===== src/sv/ifmt_pkg.sv =====
// shared types, constants and the digit table of the integer formatter
// used by ifmt_conv, ifmt_emit, integer_to_ascii_formatter_top and the testbench; no dependencies

package ifmt_pkg;

	localparam int VALUE_BITS_DEF   = 64;
	localparam int DIGIT_BUFFER_DEF = 64;

	localparam logic [5:0] PREC_MAX  = 6'd40;
	localparam logic [6:0] WIDTH_MAX = 7'd64;

	// conversion codes, unused codes fall back to unsigned decimal
	localparam logic [2:0] FUNC_SDEC = 3'd0;
	localparam logic [2:0] FUNC_UDEC = 3'd1;
	localparam logic [2:0] FUNC_OCT  = 3'd2;
	localparam logic [2:0] FUNC_HEXU = 3'd3;
	localparam logic [2:0] FUNC_HEXL = 3'd4;

	localparam logic [7:0] CH_ZERO  = 8'h30;
	localparam logic [7:0] CH_MINUS = 8'h2D;
	localparam logic [7:0] CH_PLUS  = 8'h2B;
	localparam logic [7:0] CH_SPACE = 8'h20;
	localparam logic [7:0] CASE_OFS = 8'h20;

	localparam logic [7:0] DIGIT_TABLE [16] = '{
		8'h30, 8'h31, 8'h32, 8'h33, 8'h34, 8'h35, 8'h36, 8'h37,
		8'h38, 8'h39, 8'h41, 8'h42, 8'h43, 8'h44, 8'h45, 8'h46
	};

	typedef enum logic [1:0] {
		BASE_DEC,
		BASE_OCT,
		BASE_HEX
	} base_t;

	// converter status toward the sequencer
	typedef struct packed {
		logic       done;
		logic [6:0] ndig;
	} conv_stat_t;

	// character counts of one word, handed to the emitter
	typedef struct packed {
		logic [6:0] lpad;
		logic       has_sign;
		logic [7:0] sign_char;
		logic [6:0] zpad;
		logic [5:0] zeros;
		logic [6:0] ndig;
		logic [6:0] rpad;
		logic [6:0] total;
		logic       lower;
	} plan_t;

	function automatic logic [7:0] digit_char(input logic [3:0] d, input logic lower);
		logic [7:0] c;
		c = DIGIT_TABLE[d];
		if (lower && d >= 4'd10) begin
			c = c + CASE_OFS;
		end
		return c;
	endfunction

endpackage


===== src/sv/ifmt_conv.sv =====
// digit extraction: shift/add-3 binary to bcd for decimal, direct slicing for
// octal and hex, then leading zero strip; holds the digit register
// depends on ifmt_pkg

module ifmt_conv #(
	parameter int VALUE_BITS   = ifmt_pkg::VALUE_BITS_DEF,
	parameter int DIGIT_BUFFER = ifmt_pkg::DIGIT_BUFFER_DEF
) (
	input  logic                    clk,
	input  logic                    arst_n,
	input  logic                    start,
	input  ifmt_pkg::base_t         base,
	input  logic [VALUE_BITS-1:0]   mag,
	input  logic                    pop,
	output logic [3:0]              top_digit,
	output ifmt_pkg::conv_stat_t    stat
);

	localparam int OCT_DIGITS = (VALUE_BITS + 2) / 3;
	localparam int NDIG = (OCT_DIGITS < DIGIT_BUFFER) ? OCT_DIGITS : DIGIT_BUFFER;
	localparam int DW   = NDIG * 4;
	localparam int XW   = DW;
	localparam int CW   = $clog2(NDIG + 1);
	localparam int BW   = $clog2(VALUE_BITS + 1);

	typedef enum logic [1:0] {
		C_IDLE,
		C_DAB,
		C_NORM
	} conv_state_t;

	conv_state_t           state_q;
	logic [BW-1:0]         bits_q;
	logic [CW-1:0]         cnt_q;
	logic [DW-1:0]         dig_q;
	logic [VALUE_BITS-1:0] mag_q;

	logic [XW-1:0] ext;
	logic [DW-1:0] oct_load;
	logic [DW-1:0] hex_load;
	logic [DW-1:0] adj;
	logic [DW-1:0] dig_up;
	logic          strip;

	assign ext = {{(XW - VALUE_BITS){1'b0}}, mag};

	always_comb begin
		for (int i = 0; i < NDIG; i++) begin
			oct_load[4*i +: 4] = {1'b0, ext[3*i +: 3]};
			hex_load[4*i +: 4] = ext[4*i +: 4];
			adj[4*i +: 4] = (dig_q[4*i +: 4] >= 4'd5) ? dig_q[4*i +: 4] + 4'd3
				: dig_q[4*i +: 4];
		end
	end

	assign top_digit = dig_q[DW-1 -: 4];
	assign dig_up    = {dig_q[DW-5:0], 4'b0000};
	// drop a leading zero digit but always keep one
	assign strip     = (cnt_q > CW'(1)) && (top_digit == 4'd0);

	assign stat.done = (state_q == C_NORM) && !strip;
	assign stat.ndig = 7'(cnt_q);

	always_ff @(posedge clk or negedge arst_n) begin
		if (!arst_n) begin
			state_q <= C_IDLE;
			bits_q  <= '0;
			cnt_q   <= '0;
		end else begin
			case (state_q)
				C_IDLE: begin
					if (start) begin
						if (base == ifmt_pkg::BASE_DEC) begin
							state_q <= C_DAB;
							bits_q  <= BW'(VALUE_BITS);
						end else begin
							state_q <= C_NORM;
							cnt_q   <= CW'(NDIG);
						end
					end
				end
				C_DAB: begin
					bits_q <= bits_q - BW'(1);
					if (bits_q == BW'(1)) begin
						state_q <= C_NORM;
						cnt_q   <= CW'(NDIG);
					end
				end
				C_NORM: begin
					if (strip) begin
						cnt_q <= cnt_q - CW'(1);
					end else begin
						state_q <= C_IDLE;
					end
				end
				default: begin
					state_q <= C_IDLE;
				end
			endcase
		end
	end

	always_ff @(posedge clk) begin
		case (state_q)
			C_IDLE: begin
				if (start) begin
					mag_q <= mag;
					case (base)
						ifmt_pkg::BASE_DEC: dig_q <= '0;
						ifmt_pkg::BASE_OCT: dig_q <= oct_load;
						default:            dig_q <= hex_load;
					endcase
				end else if (pop) begin
					dig_q <= dig_up;
				end
			end
			C_DAB: begin
				dig_q <= {adj[DW-2:0], mag_q[VALUE_BITS-1]};
				mag_q <= {mag_q[VALUE_BITS-2:0], 1'b0};
			end
			C_NORM: begin
				if (strip) begin
					dig_q <= dig_up;
				end
			end
			default: begin
				dig_q <= dig_q;
			end
		endcase
	end

endmodule


===== src/sv/ifmt_emit.sv =====
// character emitter: walks padding, sign, zero fill, precision zeros, digits
// and trailing padding, one character per cycle; depends on ifmt_pkg

module ifmt_emit (
	input  logic              clk,
	input  logic              arst_n,
	input  logic              start,
	input  ifmt_pkg::plan_t   plan,
	input  logic [3:0]        top_digit,
	output logic              pop,
	output logic              run,
	output logic              char_valid,
	output logic [7:0]        out_char,
	output logic              last
);

	typedef enum logic [2:0] {
		P_LPAD,
		P_SIGN,
		P_ZPAD,
		P_PREC,
		P_DIG,
		P_RPAD
	} pick_t;

	logic [6:0] lpad_q;
	logic       sign_q;
	logic [6:0] zpad_q;
	logic [5:0] prec_q;
	logic [6:0] dig_q;
	logic [6:0] rpad_q;
	logic [6:0] remain_q;
	logic       valid_q;
	logic [7:0] sign_char_q;
	logic       lower_q;
	logic [7:0] char_q;
	logic       last_q;

	pick_t      pick;
	logic [7:0] ch;

	always_comb begin
		if (lpad_q != 7'd0) begin
			pick = P_LPAD;
		end else if (sign_q) begin
			pick = P_SIGN;
		end else if (zpad_q != 7'd0) begin
			pick = P_ZPAD;
		end else if (prec_q != 6'd0) begin
			pick = P_PREC;
		end else if (dig_q != 7'd0) begin
			pick = P_DIG;
		end else begin
			pick = P_RPAD;
		end
	end

	always_comb begin
		case (pick)
			P_LPAD:  ch = ifmt_pkg::CH_SPACE;
			P_SIGN:  ch = sign_char_q;
			P_ZPAD:  ch = ifmt_pkg::CH_ZERO;
			P_PREC:  ch = ifmt_pkg::CH_ZERO;
			P_DIG:   ch = ifmt_pkg::digit_char(top_digit, lower_q);
			default: ch = ifmt_pkg::CH_SPACE;
		endcase
	end

	assign run        = remain_q != 7'd0;
	assign pop        = run && (pick == P_DIG);
	assign char_valid = valid_q;
	assign out_char   = char_q;
	assign last       = last_q;

	always_ff @(posedge clk or negedge arst_n) begin
		if (!arst_n) begin
			lpad_q   <= '0;
			sign_q   <= 1'b0;
			zpad_q   <= '0;
			prec_q   <= '0;
			dig_q    <= '0;
			rpad_q   <= '0;
			remain_q <= '0;
			valid_q  <= 1'b0;
		end else if (start) begin
			lpad_q   <= plan.lpad;
			sign_q   <= plan.has_sign;
			zpad_q   <= plan.zpad;
			prec_q   <= plan.zeros;
			dig_q    <= plan.ndig;
			rpad_q   <= plan.rpad;
			remain_q <= plan.total;
			valid_q  <= 1'b0;
		end else if (run) begin
			remain_q <= remain_q - 7'd1;
			valid_q  <= 1'b1;
			case (pick)
				P_LPAD:  lpad_q <= lpad_q - 7'd1;
				P_SIGN:  sign_q <= 1'b0;
				P_ZPAD:  zpad_q <= zpad_q - 7'd1;
				P_PREC:  prec_q <= prec_q - 6'd1;
				P_DIG:   dig_q  <= dig_q - 7'd1;
				default: rpad_q <= rpad_q - 7'd1;
			endcase
		end else begin
			valid_q <= 1'b0;
		end
	end

	always_ff @(posedge clk) begin
		if (start) begin
			sign_char_q <= plan.sign_char;
			lower_q     <= plan.lower;
		end
		if (run) begin
			char_q <= ch;
			last_q <= remain_q == 7'd1;
		end
	end

endmodule


===== src/sv/integer_to_ascii_formatter_top.sv =====
// Integer to ASCII formatter. A word is taken when start is high and busy is
// low; busy stays high until its last character has left. Characters come out
// on out_char, one per cycle while char_valid is high, most significant first,
// with last marking the final one; they cannot be held off. Decimal words run
// through the shift/add-3 converter, octal and hex words skip it; then leading
// zero digits are stripped, keeping at least one, the counts are set up, the
// characters follow (at most 64), and busy drops as the final character leaves.
// A signed zero with a given precision of zero produces no characters and
// leaves busy low.
// depends on ifmt_pkg, ifmt_conv, ifmt_emit

module integer_to_ascii_formatter_top #(
	parameter int VALUE_BITS   = ifmt_pkg::VALUE_BITS_DEF,
	parameter int DIGIT_BUFFER = ifmt_pkg::DIGIT_BUFFER_DEF
) (
	input  logic        clk,
	input  logic        arst_n,
	input  logic        start,
	input  logic [2:0]  func,
	input  logic [63:0] value,
	input  logic [6:0]  min_width,
	input  logic [5:0]  precision,
	input  logic        prec_given,
	input  logic        left_justify,
	input  logic        zero_fill,
	input  logic        plus_flag,
	input  logic        space_flag,
	output logic        busy,
	output logic        char_valid,
	output logic [7:0]  out_char,
	output logic        last
);

	typedef enum logic [1:0] {
		T_IDLE,
		T_CONV,
		T_EMIT
	} top_state_t;

	top_state_t state_q;
	logic [6:0] width_q;
	logic [5:0] prec_q;
	logic       has_prec_q;
	logic       left_q;
	logic       zfill_q;
	logic       has_sign_q;
	logic [7:0] sign_char_q;
	logic       lower_q;

	logic                  accept;
	logic [VALUE_BITS-1:0] v;
	logic                  is_signed;
	logic                  neg;
	logic [VALUE_BITS-1:0] mag;
	logic                  skip;
	ifmt_pkg::base_t       base;
	logic                  has_sign;
	logic [7:0]            sign_char;

	ifmt_pkg::conv_stat_t  cstat;
	logic [3:0]            top_digit;
	logic                  pop;
	logic                  emit_run;
	logic                  emit_start;
	ifmt_pkg::plan_t       plan;

	logic [6:0] zeros7;
	logic [6:0] body;
	logic [6:0] pad;
	logic       zfill_eff;

	assign busy      = state_q != T_IDLE;
	assign accept    = start && !busy;
	assign v         = value[VALUE_BITS-1:0];
	assign is_signed = func == ifmt_pkg::FUNC_SDEC;
	assign neg       = is_signed && v[VALUE_BITS-1];
	assign mag       = neg ? (~v + VALUE_BITS'(1)) : v;
	assign skip      = is_signed && prec_given && (precision == 6'd0) && (v == '0);

	always_comb begin
		case (func)
			ifmt_pkg::FUNC_OCT:  base = ifmt_pkg::BASE_OCT;
			ifmt_pkg::FUNC_HEXU: base = ifmt_pkg::BASE_HEX;
			ifmt_pkg::FUNC_HEXL: base = ifmt_pkg::BASE_HEX;
			default:             base = ifmt_pkg::BASE_DEC;
		endcase
	end

	always_comb begin
		has_sign  = 1'b1;
		sign_char = ifmt_pkg::CH_SPACE;
		if (neg) begin
			sign_char = ifmt_pkg::CH_MINUS;
		end else if (is_signed && plus_flag) begin
			sign_char = ifmt_pkg::CH_PLUS;
		end else if (is_signed && space_flag) begin
			sign_char = ifmt_pkg::CH_SPACE;
		end else begin
			has_sign = 1'b0;
		end
	end

	ifmt_conv #(
		.VALUE_BITS   (VALUE_BITS),
		.DIGIT_BUFFER (DIGIT_BUFFER)
	) u_conv (
		.clk       (clk),
		.arst_n    (arst_n),
		.start     (accept && !skip),
		.base      (base),
		.mag       (mag),
		.pop       (pop),
		.top_digit (top_digit),
		.stat      (cstat)
	);

	// counts of each character group, once the digit count is known
	always_comb begin
		zeros7    = (has_prec_q && ({1'b0, prec_q} > cstat.ndig))
			? {1'b0, prec_q} - cstat.ndig : 7'd0;
		body      = {6'd0, has_sign_q} + zeros7 + cstat.ndig;
		pad       = (width_q > body) ? width_q - body : 7'd0;
		zfill_eff = zfill_q && !left_q && !has_prec_q;

		plan.lpad      = (!left_q && !zfill_eff) ? pad : 7'd0;
		plan.has_sign  = has_sign_q;
		plan.sign_char = sign_char_q;
		plan.zpad      = zfill_eff ? pad : 7'd0;
		plan.zeros     = zeros7[5:0];
		plan.ndig      = cstat.ndig;
		plan.rpad      = left_q ? pad : 7'd0;
		plan.total     = (width_q > body) ? width_q : body;
		plan.lower     = lower_q;
	end

	assign emit_start = (state_q == T_CONV) && cstat.done;

	ifmt_emit u_emit (
		.clk        (clk),
		.arst_n     (arst_n),
		.start      (emit_start),
		.plan       (plan),
		.top_digit  (top_digit),
		.pop        (pop),
		.run        (emit_run),
		.char_valid (char_valid),
		.out_char   (out_char),
		.last       (last)
	);

	always_ff @(posedge clk or negedge arst_n) begin
		if (!arst_n) begin
			state_q <= T_IDLE;
		end else begin
			case (state_q)
				T_IDLE: begin
					if (accept && !skip) begin
						state_q <= T_CONV;
					end
				end
				T_CONV: begin
					if (cstat.done) begin
						state_q <= T_EMIT;
					end
				end
				T_EMIT: begin
					if (!emit_run) begin
						state_q <= T_IDLE;
					end
				end
				default: begin
					state_q <= T_IDLE;
				end
			endcase
		end
	end

	always_ff @(posedge clk) begin
		if (accept) begin
			width_q     <= (min_width > ifmt_pkg::WIDTH_MAX) ? ifmt_pkg::WIDTH_MAX : min_width;
			prec_q      <= (precision > ifmt_pkg::PREC_MAX) ? ifmt_pkg::PREC_MAX : precision;
			has_prec_q  <= prec_given;
			left_q      <= left_justify;
			zfill_q     <= zero_fill;
			has_sign_q  <= has_sign;
			sign_char_q <= sign_char;
			lower_q     <= func == ifmt_pkg::FUNC_HEXL;
		end
	end

	// characters only leave while a word is in flight
	a_valid_busy: assert property (@(posedge clk) disable iff (!arst_n)
		char_valid |-> busy)
		else $error("character strobe outside a busy word");

	// the characters of one word leave on consecutive cycles
	a_no_gap: assert property (@(posedge clk) disable iff (!arst_n)
		(char_valid && !last) |=> char_valid)
		else $error("gap inside a word");

	// the final character is never followed straight away by another
	a_last_ends: assert property (@(posedge clk) disable iff (!arst_n)
		(char_valid && last) |=> !char_valid)
		else $error("character right after the last one");

	// digits are taken only while emitting
	a_pop_emit: assert property (@(posedge clk) disable iff (!arst_n)
		pop |-> (state_q == T_EMIT))
		else $error("digit taken outside emission");

endmodule


===== config.mk =====
export PLATFORM = sky130hd
export DESIGN_NAME = integer_to_ascii_formatter_top
export DESIGN_NICKNAME = d
export VERILOG_FILES = /design/src/sv/ifmt_pkg.sv /design/src/sv/ifmt_conv.sv /design/src/sv/ifmt_emit.sv /design/src/sv/integer_to_ascii_formatter_top.sv
export SDC_FILE = /design/constraint.sdc
export NUM_CORES = 1
export LEC_CHECK = 0
export BUFFER_PORTS_ARGS = -buffer_cell sky130_fd_sc_hd__buf_2
export CAP_MARGIN = 20
export CORE_MARGIN = 2
export CORE_UTILIZATION = 55
export CTS_CLUSTER_DIAMETER = 30
export DETAILED_ROUTE_END_ITERATION = 8
export PLACE_DENSITY = 0.72
export SYNTH_ARGS = -nofsm -noshare
export SYNTH_HDL_FRONTEND = slang
export SYNTH_SLANG_ARGS = --single-unit
export TNS_END_PERCENT = 5

===== constraint.sdc =====
create_clock -name clk -period 14.81 [get_ports clk]
set_input_delay 2.2215 -clock clk [delete_from_list [all_inputs] [get_ports clk]]
set_output_delay 2.2215 -clock clk [all_outputs]
set_load 0.02 [all_outputs]

== Word level (Yosys, flattened, before mapping) ==
Memory sizes are Yosys's and may differ from the RTL's.
Index checks and enable logic that the tools add are counted.
Word-level totals
  bits of input ports: 88
  memory bits (writable): 0
  output and inout port bits: 11
  logic and storage cells: 258
  memories: 1
  latch bits: 0
  register bits after elaboration: 248
  bits in read-only memories: 128
Cells by class
  $add $sub $neg: 35
  multiply operators: 0
  shifts and indexed selects: 0
  $lt $le $gt $ge: 29
  reduce and logical (&&, ||, !) cells: 59
  bitwise gates (word level): 2
  mux-type cells: 83
  equal/unequal tests: 24
  div/mod/pow operators: 0
Memory list
  (name not given): words 16, width 8, rd ports 1, clocked after Yosys merged registers in 0, write ports 0, RTL line ifmt_pkg.sv:57  | c = DIGIT_TABLE[d];
Operators by type and width (number)
  88-bit two-way mux: 3
  88-bit case mux with 3 select lines: 1
  85-bit case mux with 2 select lines: 1
  64-bit two-way mux: 2
  64-bit case mux with 2 select lines: 1
  7-bit two-way mux: 18
  4-bit by 3-bit greater-or-equal comparator with 1-bit output (second input constant): 22
  4-bit two-way mux: 22
  4-bit by 2-bit adder with 4-bit output (second input constant): 21
  64-bit by 1-bit adder with 64-bit output (second input constant): 1
  64-bit zero test: 1
  64-bit inverter: 1
  7-bit by 1-bit subtractor with 7-bit output (second input constant): 5
  7-bit nonzero test: 4
  8-bit two-way mux: 3
  8-bit case mux with 3 select lines: 1
  5-bit two-way mux: 4
  6-bit two-way mux: 3
  1-bit logical AND: 17
  2-bit nonzero test: 8
  3-bit two-way mux: 5
  5-bit case mux with 3 select lines: 1
  7-bit by 1-bit == test with 1-bit output (second input constant): 2
  2-bit two-way mux: 7
  other kinds (39): 78

== Longest topological paths before layout ==
Gate-level depths: netlist of the first run.
  word-level depth: 11
  mapped depth: 27
  gate-level depth less buffers: 26

== Hierarchy ==
From an unflattened synthesis of the first run, not the netlist that was laid out.
Unflattened totals
  cells, all modules: 1556
  area total of the unflattened synthesis: 16109.2 µm²
Modules (own cells, without submodules)
  ifmt_conv: times used 1, cells an instance 825, area each 9744.3 µm², seq. area each 4914.7 µm²
  integer_to_ascii_formatter_top: times used 1, cells an instance 442, area each 3478.3 µm², seq. area each 680.7 µm²
  ifmt_emit: times used 1, cells an instance 289, area each 2886.5 µm², seq. area each 1441.4 µm²

== Worst setup path after synthesis of the first run ==
No wires, ideal clock.
  path type: input-to-reg
  from: input start
  to: register u_conv.dig_q[0] (enable)
  setup time: 692 ps
  required time: 14118 ps
  stages on the path: 7
  path buffers: 3
  setup slack: 2973 ps
  data arrival time: 11144 ps
  path through: inv_1 > nor2_1 > o31ai_4 > buf_4 > buf_6 > buf_4 > a311oi_1
On the way
  cells in the longest elaborated chain, start to end: 4
Ends and longest elaborated chain
  start, declared: RTL line integer_to_ascii_formatter_top.sv:18  | input logic start,
  1-bit logical AND: RTL line integer_to_ascii_formatter_top.sv:73  | assign accept = start && !busy;
  via accept: RTL line integer_to_ascii_formatter_top.sv:50  | logic accept;
  1-bit logical AND: RTL line integer_to_ascii_formatter_top.sv:109  | .start (accept && !skip),
  3-bit by 2-bit inequality test with 1-bit output (no line)
  3-bit AND reduction (no line)
  end signal, assigned: RTL line ifmt_conv.sv:118  | dig_q <= {adj[DW-2:0], mag_q[VALUE_BITS-1]};
  end signal, assigned: RTL line ifmt_conv.sv:123  | dig_q <= dig_up;
  end signal, assigned: RTL line ifmt_conv.sv:127  | dig_q <= dig_q;
  end, declared: RTL line ifmt_conv.sv:35  | logic [DW-1:0] dig_q;
The timed path passes the listed nets, and every way through them passes these cells.
A chain may end at the register's enable or synchronous reset.

== Worst setup path in the final report of the first run ==
  from: register u_conv.cnt_q[1]
  to: register u_emit.lpad_q[2]
On the way
  cells in the longest elaborated chain, start to end: 9
  elaborated cells on any way between the ends: 19
  those cells by class: add/sub: 4; order compare: 3; mux: 4; reduce/logical: 8
Ends and longest elaborated chain
  start, declared: RTL line ifmt_conv.sv:34  | logic [CW-1:0] cnt_q;
  start signal, assigned: RTL line ifmt_conv.sv:78  | cnt_q <= CW'(NDIG);
  start signal, assigned: RTL line ifmt_conv.sv:86  | cnt_q <= CW'(NDIG);
  start signal, assigned: RTL line ifmt_conv.sv:91  | cnt_q <= cnt_q - CW'(1);
  6-bit by 5-bit greater-than comparator with 1-bit output: RTL line integer_to_ascii_formatter_top.sv:119  | zeros7 = (has_prec_q && ({1'b0, prec_q} > cstat.ndig))
  1-bit logical AND: RTL line integer_to_ascii_formatter_top.sv:119
  7-bit two-way mux: RTL line integer_to_ascii_formatter_top.sv:120  | ? {1'b0, prec_q} - cstat.ndig : 7'd0;
  1-bit by 7-bit adder with 7-bit output: RTL line integer_to_ascii_formatter_top.sv:121  | body = {6'd0, has_sign_q} + zeros7 + cstat.ndig;
  7-bit by 5-bit adder with 7-bit output: RTL line integer_to_ascii_formatter_top.sv:121
  7-bit subtractor / 7-bit greater-than comparator (equally long branches): RTL line integer_to_ascii_formatter_top.sv:122  | pad = (width_q > body) ? width_q - body : 7'd0;
  7-bit two-way mux: RTL line integer_to_ascii_formatter_top.sv:122
  7-bit two-way mux: RTL line integer_to_ascii_formatter_top.sv:125  | plan.lpad = (!left_q && !zfill_eff) ? pad : 7'd0;
  7-bit two-way mux: RTL line ifmt_emit.sv:85  | end else if (start) begin
  end signal, assigned: RTL line ifmt_emit.sv:86  | lpad_q <= plan.lpad;
  end signal, assigned: RTL line ifmt_emit.sv:98  | P_LPAD: lpad_q <= lpad_q - 7'd1;
  end, declared: RTL line ifmt_emit.sv:26  | logic [6:0] lpad_q;
Parallel ways exist; a longest one is shown, timed or not.

==> impl_metrics.toml, run 1 <==
[outcome]
outcome = "complete, no violations"

[clocking]
cts_buffer_depth = 3
ctsHtreeMaxLevel = 2
clk_latency_ns = 0.58
clkSinkCount = 238
cts_root_buf = "clkbuf_16"
numCtsBuffers = 57
cts_tree = "done"
cts_hold_buf = 0
cts_resized = 0
postCtsSetupRepairBufs = 0
path_clk_slew_ns = 0.05

[power]
p_leak_nw = 7.35
power_density_nw_per_um2 = 237
power_mw = 4.56
ir_worst_vdd_mv = 0.121

[hold_path]
hp-start = "lower_q$_DFFE_PP_"
hold_depth = 0
holdPathEnd = "u_emit.lower_q$_DFFE_PP_"
hold_class = "reg2reg"

[setup_path]
ff2ff_setup_slack_ns = 8.84
cp-end-kind = "flop"
path_class = "reg2reg"
crit_arrival_ns = 6.44
worstPathMaxFanout = 7
r2r-start = "u_conv.cnt_q[1]$_DFFE_PN0P_"
r2r.worst_path.cells = 22
critPathRequiredTime_ns = 15.28
r2r-end = "u_emit.lpad_q[2]$_DFFE_PN0P_"
cp-start-kind = "flop"

[timing]
skew_ns = 0.0315
max_freq_mhz = 168
setup_ws_ns = 8.84
setup_violations = 0
period_needed_ns = 5.97
hold_viol = 0
relSlewSlack_pct = 26.8
rsz0062_at_grt = "no"
tightest_slew_ns = 1.10
fin_crit_sh_pct = 40.3
tns_ns = 0
finalMaxSlewViolations = 0
hold_slack_ns = 0.421

[synthesis]
ys_async_sr_fraction_pct = 21.8
yosysTopAreaCellShare_pct = 34.1
netlist_instances = 1763
syn_avg_cell_area_um2 = 9.28
synth-seq-cells = 238
syn_nets = 1934
yosys-top-cells-area = "edfxtp_1 34%, dfrtp_1 8.0%, ha_1 6.1%, a21oi_1 5.6%, o21ai_0 4.9%"
synth_top_area_cell = "edfxtp_1"
ys_seq_area_share_pct = 42.1
synth_edf_count = 186
yosys_warnings = 0
synth_cell_types = 79
synth_area_um2 = 16400
ys.flop_type = "edfxtp_1"

[detailed_routing]
vias = 14400
wl_met1_um = 18500
routed_via_density = 6.28
final_antenna_net_count = 0
wire_per_inst_um = 20.5
routed.top_layer = "met4"
dr.pass1.iters = 8
dr_wl_met3_um = 5230
dr_wl_met2_um = 21600
remaining_drc_errors = 0
drt_iter0_markers = 1554
wirelength_um = 46800

[floorplan]
start_util_pct = 55.5
die-height_um = 176
die_width_um = 176
coreArea_um2 = 29500
die-area_um2 = 31100
fp-row-count = 63
ios = 99

[grt]
antenna_found_initial = 0
grt_pass1_vias = 13900
grt_overflow = 0
grt_pass1_wl_um = 73900
track_usage_pct = 30.0
grt_max_degree = 73

[layout]
ff_latch_area_um2 = 6890
fin_nets = 2019
final_cell_mix = "186 x edfxtp_1, 183 x a21oi_1, 158 x o21ai_0, 156 x nand2_1, 114 x nor2_1"
n_antenna_cell = 0
drive_gt1_share_pct = 14.4
final_common_cell = "edfxtp_1"
nFillCells = 2399
area_growth_pct = 17.5
multi_input_area_um2 = 8790
finish.utilization_pct = 65.2

[placed_design]
globalplace.congestion = 0.922
dp_hpwl_um = 31600
numPortBuffers = 98
preCtsSetupSlack_ns = 8.47

[run]
maxCapViolCount = 0
## state kept, by name, indices dropped and copies added (netlist names), 7 cells and up
signal and cells:
u_conv.bits_q 7, u_conv.dig_q 88, u_conv.mag_q 64, u_emit.dig_q 7, u_emit.lpad_q 7, u_emit.out_char 8
u_emit.remain_q 7, u_emit.zpad_q 7, width_q 7
## layout make-up
type,instances,area share [%]
tap,390,2.54
clock buffer,62,7.73
timing repair buffer,120,3.52
multi-input combinational,1338,45.7
clock inverter,46,2.85
inverter,93,1.82
sequential,238,35.8
## critical path, cell delays in order (launching register included)
cell,delay [ns]
dfrtp_1,0.46
inv_1,0.19
ha_1,0.34
nand2b_1,0.08
a211o_1,0.30
nand2_1,0.09
o31ai_1,0.08
a31oi_1,0.39
o21ai_0,0.19
ha_1,0.25
a2111oi_0,0.40
a21oi_1,0.16
inv_1,0.11
fa_1,0.44
ha_1,0.31
nor2b_1,0.13
o21a_1,0.12
o21ai_0,0.13
a31oi_1,0.36
a31oi_1,0.19
and2_1,0.21
or4_1,0.70
o22ai_1,0.23
## power breakdown
group          switching (mW)  internal (mW)  leakage [nW]
Clock                   0.422          0.885         0.976
Combinational            1.13          0.714          3.94
Sequential              0.268           1.15          2.44
## worst max-delay path by stage
stage / start / end / slack (ns) / depth (start not counted)
after floorplan: start / u_conv.dig_q[0]$_DFFE_PP_ / 2.97 / 7
after global placement: value[63] / u_conv.dig_q[0]$_DFFE_PP_ / 8.52 / 10
after detailed placement: value[63] / u_conv.dig_q[0]$_DFFE_PP_ / 8.47 / 10
after CTS: u_conv.cnt_q[1]$_DFFE_PN0P_ / u_emit.lpad_q[2]$_DFFE_PN0P_ / 8.88 / 22
after global routing: u_conv.cnt_q[1]$_DFFE_PN0P_ / u_emit.lpad_q[2]$_DFFE_PN0P_ / 8.31 / 22
final: u_conv.cnt_q[1]$_DFFE_PN0P_ / u_emit.lpad_q[2]$_DFFE_PN0P_ / 8.84 / 22
## through the flow
step / std cells / area, um^2
after global placement: 2176 / 17100
after floorplan: 1763 / 16400
after detailed placement: 2178 / 17200
final: 2287 / 19200
after CTS: 2286 / 19200
after global routing: 2287 / 19200
## metal layers
metal	vias to the layer above	global-route usage, %
met5	-	0
met1	6737	40.0
met3	126	6.63
li1	6699	-
met2	794	48.1
met4	0	11.2
## cell families (layout without fill, tap and decap cells)
kind of cell	Yosys count	after routing	synth area share [%]
AOI/OAI and AO/OA	560	560	20.9
and+or+nand+nor	534	534	16.9
DFF	238	238	42.1
buffers and inverters	187	321	4.57
xor gates and xnor gates	131	131	7.11
adders and majority gates	84	84	6.55
muxes	28	28	1.87
other	1	1	0.0229
## synthesized netlist by cell type, types with 30 or more instances
library cell  instances
a211oi_1             30
a21oi_1             183
a22oi_1              33
clkbuf_1             77
dfrtp_1              52
edfxtp_1            186
ha_1                 80
inv_1                90
nand2_1             156
nand2b_1             39
nor2_1              116
nor3_1               52
o21ai_0             159
xnor2_1              79
xor2_1               51
No activity file was read; power rests on OpenSTA's default activity.
==> inputs of run 2 (changes only) <==
Clock period 14.81 ns to 6.1 ns, I/O delays scaled along.
==> impl_metrics.toml, run 2 (synthesis results as in run 1) <==
[setup_path]
slowest_stage = "or4_1"
critPathRequiredTime_ns = 6.57
cp-end-kind = "flop"
path_class = "reg2reg"
max_stage_delay_ns = 0.66
cpLargestDelayFamily = "compound AO/OA/AOI/OAI gates"
ff2ff_setup_slack_ns = 0.45
cp_cell_sequence = "inv_1, ha_1, nand2b_1, a211o_1, nand2_1, o31ai_1, a31oi_2, nand2_1, o21ai_0, ha_1, a2111oi_0, a21oi_1, inv_1, fa_1, ha_1, nor2b_1, o21a_1, o21ai_0, a31oi_2, a31oi_1, and2_1, or4_1, o22ai_1"
path_buf_inv = 2
crit_top_cell = "ha_1"
cp-start-kind = "flop"
crit_arrival_ns = 6.13
worstPathMaxFanout = 7

[detailed_routing]
routed_via_density = 6.26
drt_iter0_markers = 1276
final_antenna_net_count = 0
vias = 14400
wire_per_inst_um = 20.4
dr.pass1.iters = 5
remaining_drc_errors = 0
wirelength_um = 46800

[run]
maxCapViolCount = 0

[grt]
grt_pass1_wl_um = 74200
grt_overflow = 0
track_usage_pct = 30.1
antenna_found_initial = 4
grt_pass1_vias = 13900
grt_max_degree = 91

[timing]
max_freq_mhz = 177
skew_ns = 0.0231
tightest_slew_ns = 0.951
finalMaxSlewViolations = 0
relSlewSlack_pct = 36.6
hold_viol = 0
period_needed_ns = 5.65
rsz0062_at_grt = "no"
setup_violations = 0
fin_crit_sh_pct = 92.7
setup_ws_ns = 0.447
hold_slack_ns = 0.411

[power]
power_mw = 10.9
switching_share_pct = 39.5
seqPwrFrac_pct = 31.3
p_clk_share_pct = 27.8
p_leak_nw = 7.33
combPwrFrac_pct = 41.0
ir_worst_vdd_mv = 0.358
cellInternalPower_mw = 6.63
power_density_nw_per_um2 = 572
switching_power_mw = 4.32

[placed_design]
dp_hpwl_um = 31300
placed_cells = 2177
globalplace.congestion = 0.919
numPortBuffers = 98
preCtsSetupSlack_ns = 0.348

[floorplan]
die-area_um2 = 31100
die-height_um = 176
ios = 99
fp-row-count = 63
coreArea_um2 = 29500
start_util_pct = 55.5
die_width_um = 176

[layout]
fin_nets = 2021
final_cell_mix = "186 x edfxtp_1, 182 x a21oi_1, 158 x o21ai_0, 156 x nand2_1, 114 x nor2_1"
ff_latch_area_um2 = 6890
nFillCells = 2447
largest_reg_flops = 88
final_common_cell = "edfxtp_1"
final_cells = 2291
multi_input_area_um2 = 8810
largest-register = "u_conv.dig_q"
area_growth_pct = 17.1
finish.utilization_pct = 65.0
drive_gt1_share_pct = 13.8

[clocking]
path_clk_slew_ns = 0.05
ctsHtreeMaxLevel = 2
cts_buffer_depth = 3
clk_latency_ns = 0.57
numCtsBuffers = 58
clkSinkCount = 238
cts_root_buf = "clkbuf_16"
cts_hold_buf = 0
cts_tree = "done"

[hold_path]
hold_class = "reg2reg"

[outcome]
outcome = "complete, no violations"
[run 2: cell count changes in the layout (fill, tap and decap cells not counted), moves of 2 or more]
cell	previous run	this run
diode_2	0	5
clkinv_1	6	12
clkinv_4	9	1
clkbuf_1	2	10
clkinvlp_4	8	2
a31oi_1	16	14
clkinv_2	10	12
inv_6	5	1
a31oi_2	0	2
buf_4	19	22
[run 2: worst register-to-register path: stages, from the launching register on]
cell and delay (ns):
dfrtp_1 0.44, inv_1 0.23, ha_1 0.32, nand2b_1 0.12
a211o_1 0.15, nand2_1 0.08, o31ai_1 0.33, a31oi_2 0.12
nand2_1 0.09, o21ai_0 0.08, ha_1 0.21, a2111oi_0 0.41
a21oi_1 0.17, inv_1 0.11, fa_1 0.44, ha_1 0.31
nor2b_1 0.13, o21a_1 0.12, o21ai_0 0.12, a31oi_2 0.28
a31oi_1 0.19, and2_1 0.22, or4_1 0.66, o22ai_1 0.23
[run 2: timing repair]
| action | in CTS | in global routing |
|---|---|---|
| setup buffers | 0 | 2 |
| setup endpoints to repair | 0 | 19 |
| gates resized for setup | 0 | 3 |
[run 2: area by class of cell]
class	instances	area share (%)
antenna	5	0.0653
clock buffer	72	8.12
clock inverter	34	1.93
inverter	93	1.82
multi-input combinational	1338	46.0
sequential	238	36.0
tap	390	2.55
timing repair buffer	121	3.57
[run 2: routing by layer]
layer / global-route usage [%] / up-vias / wire length [um]
met4: 13.7 / 0 / 1920
met1: 38.7 / 6951 / 19100
li1: - / 6683 / -
met3: 4.95 / 120 / 3610
met5: 0 / - / 0
met2: 49.9 / 599 / 22200
[run 2: path summary, 6_finish.rpt]
path / from / to / cells after the start
worst min-delay path: sign_char_q[0]$_SDFFCE_PP1P_ / u_emit.sign_char_q[0]$_DFFE_PP_ / 0
max in group asynchronous: arst_n / u_conv.bits_q[2]$_DFFE_PN0P_ / 2
min in group asynchronous: arst_n / u_emit.char_valid$_DFF_PN0_ / 2
worst max register to register: u_conv.cnt_q[1]$_DFFE_PN0P_ / u_emit.lpad_q[4]$_DFFE_PN0P_ / 23
worst min register to register: sign_char_q[0]$_SDFFCE_PP1P_ / u_emit.sign_char_q[0]$_DFFE_PP_ / 0
worst max-delay path: u_conv.cnt_q[1]$_DFFE_PN0P_ / u_emit.lpad_q[4]$_DFFE_PN0P_ / 23
[run 2: power groups by stage]
stage,registers (mW),clock network [mW],logic (mW)
finish,3.43,3.04,4.49
global route,3.52,3.16,5.01
CTS,3.40,3.06,4.43
detailed placement,3.41,0,4.39
global placement,3.39,0,4.25
floorplan,3.28,0,3.37
[run 2: metrics by stage]
| step | TNS [ns] | cell area [um^2] |
|---|---|---|
| floorplan | -14.63 | 16400 |
| global placement | 0 | 17200 |
| detailed placement | 0 | 17200 |
| CTS | 0 | 19100 |
| global route | 0 | 19100 |
| finish | 0 | 19200 |
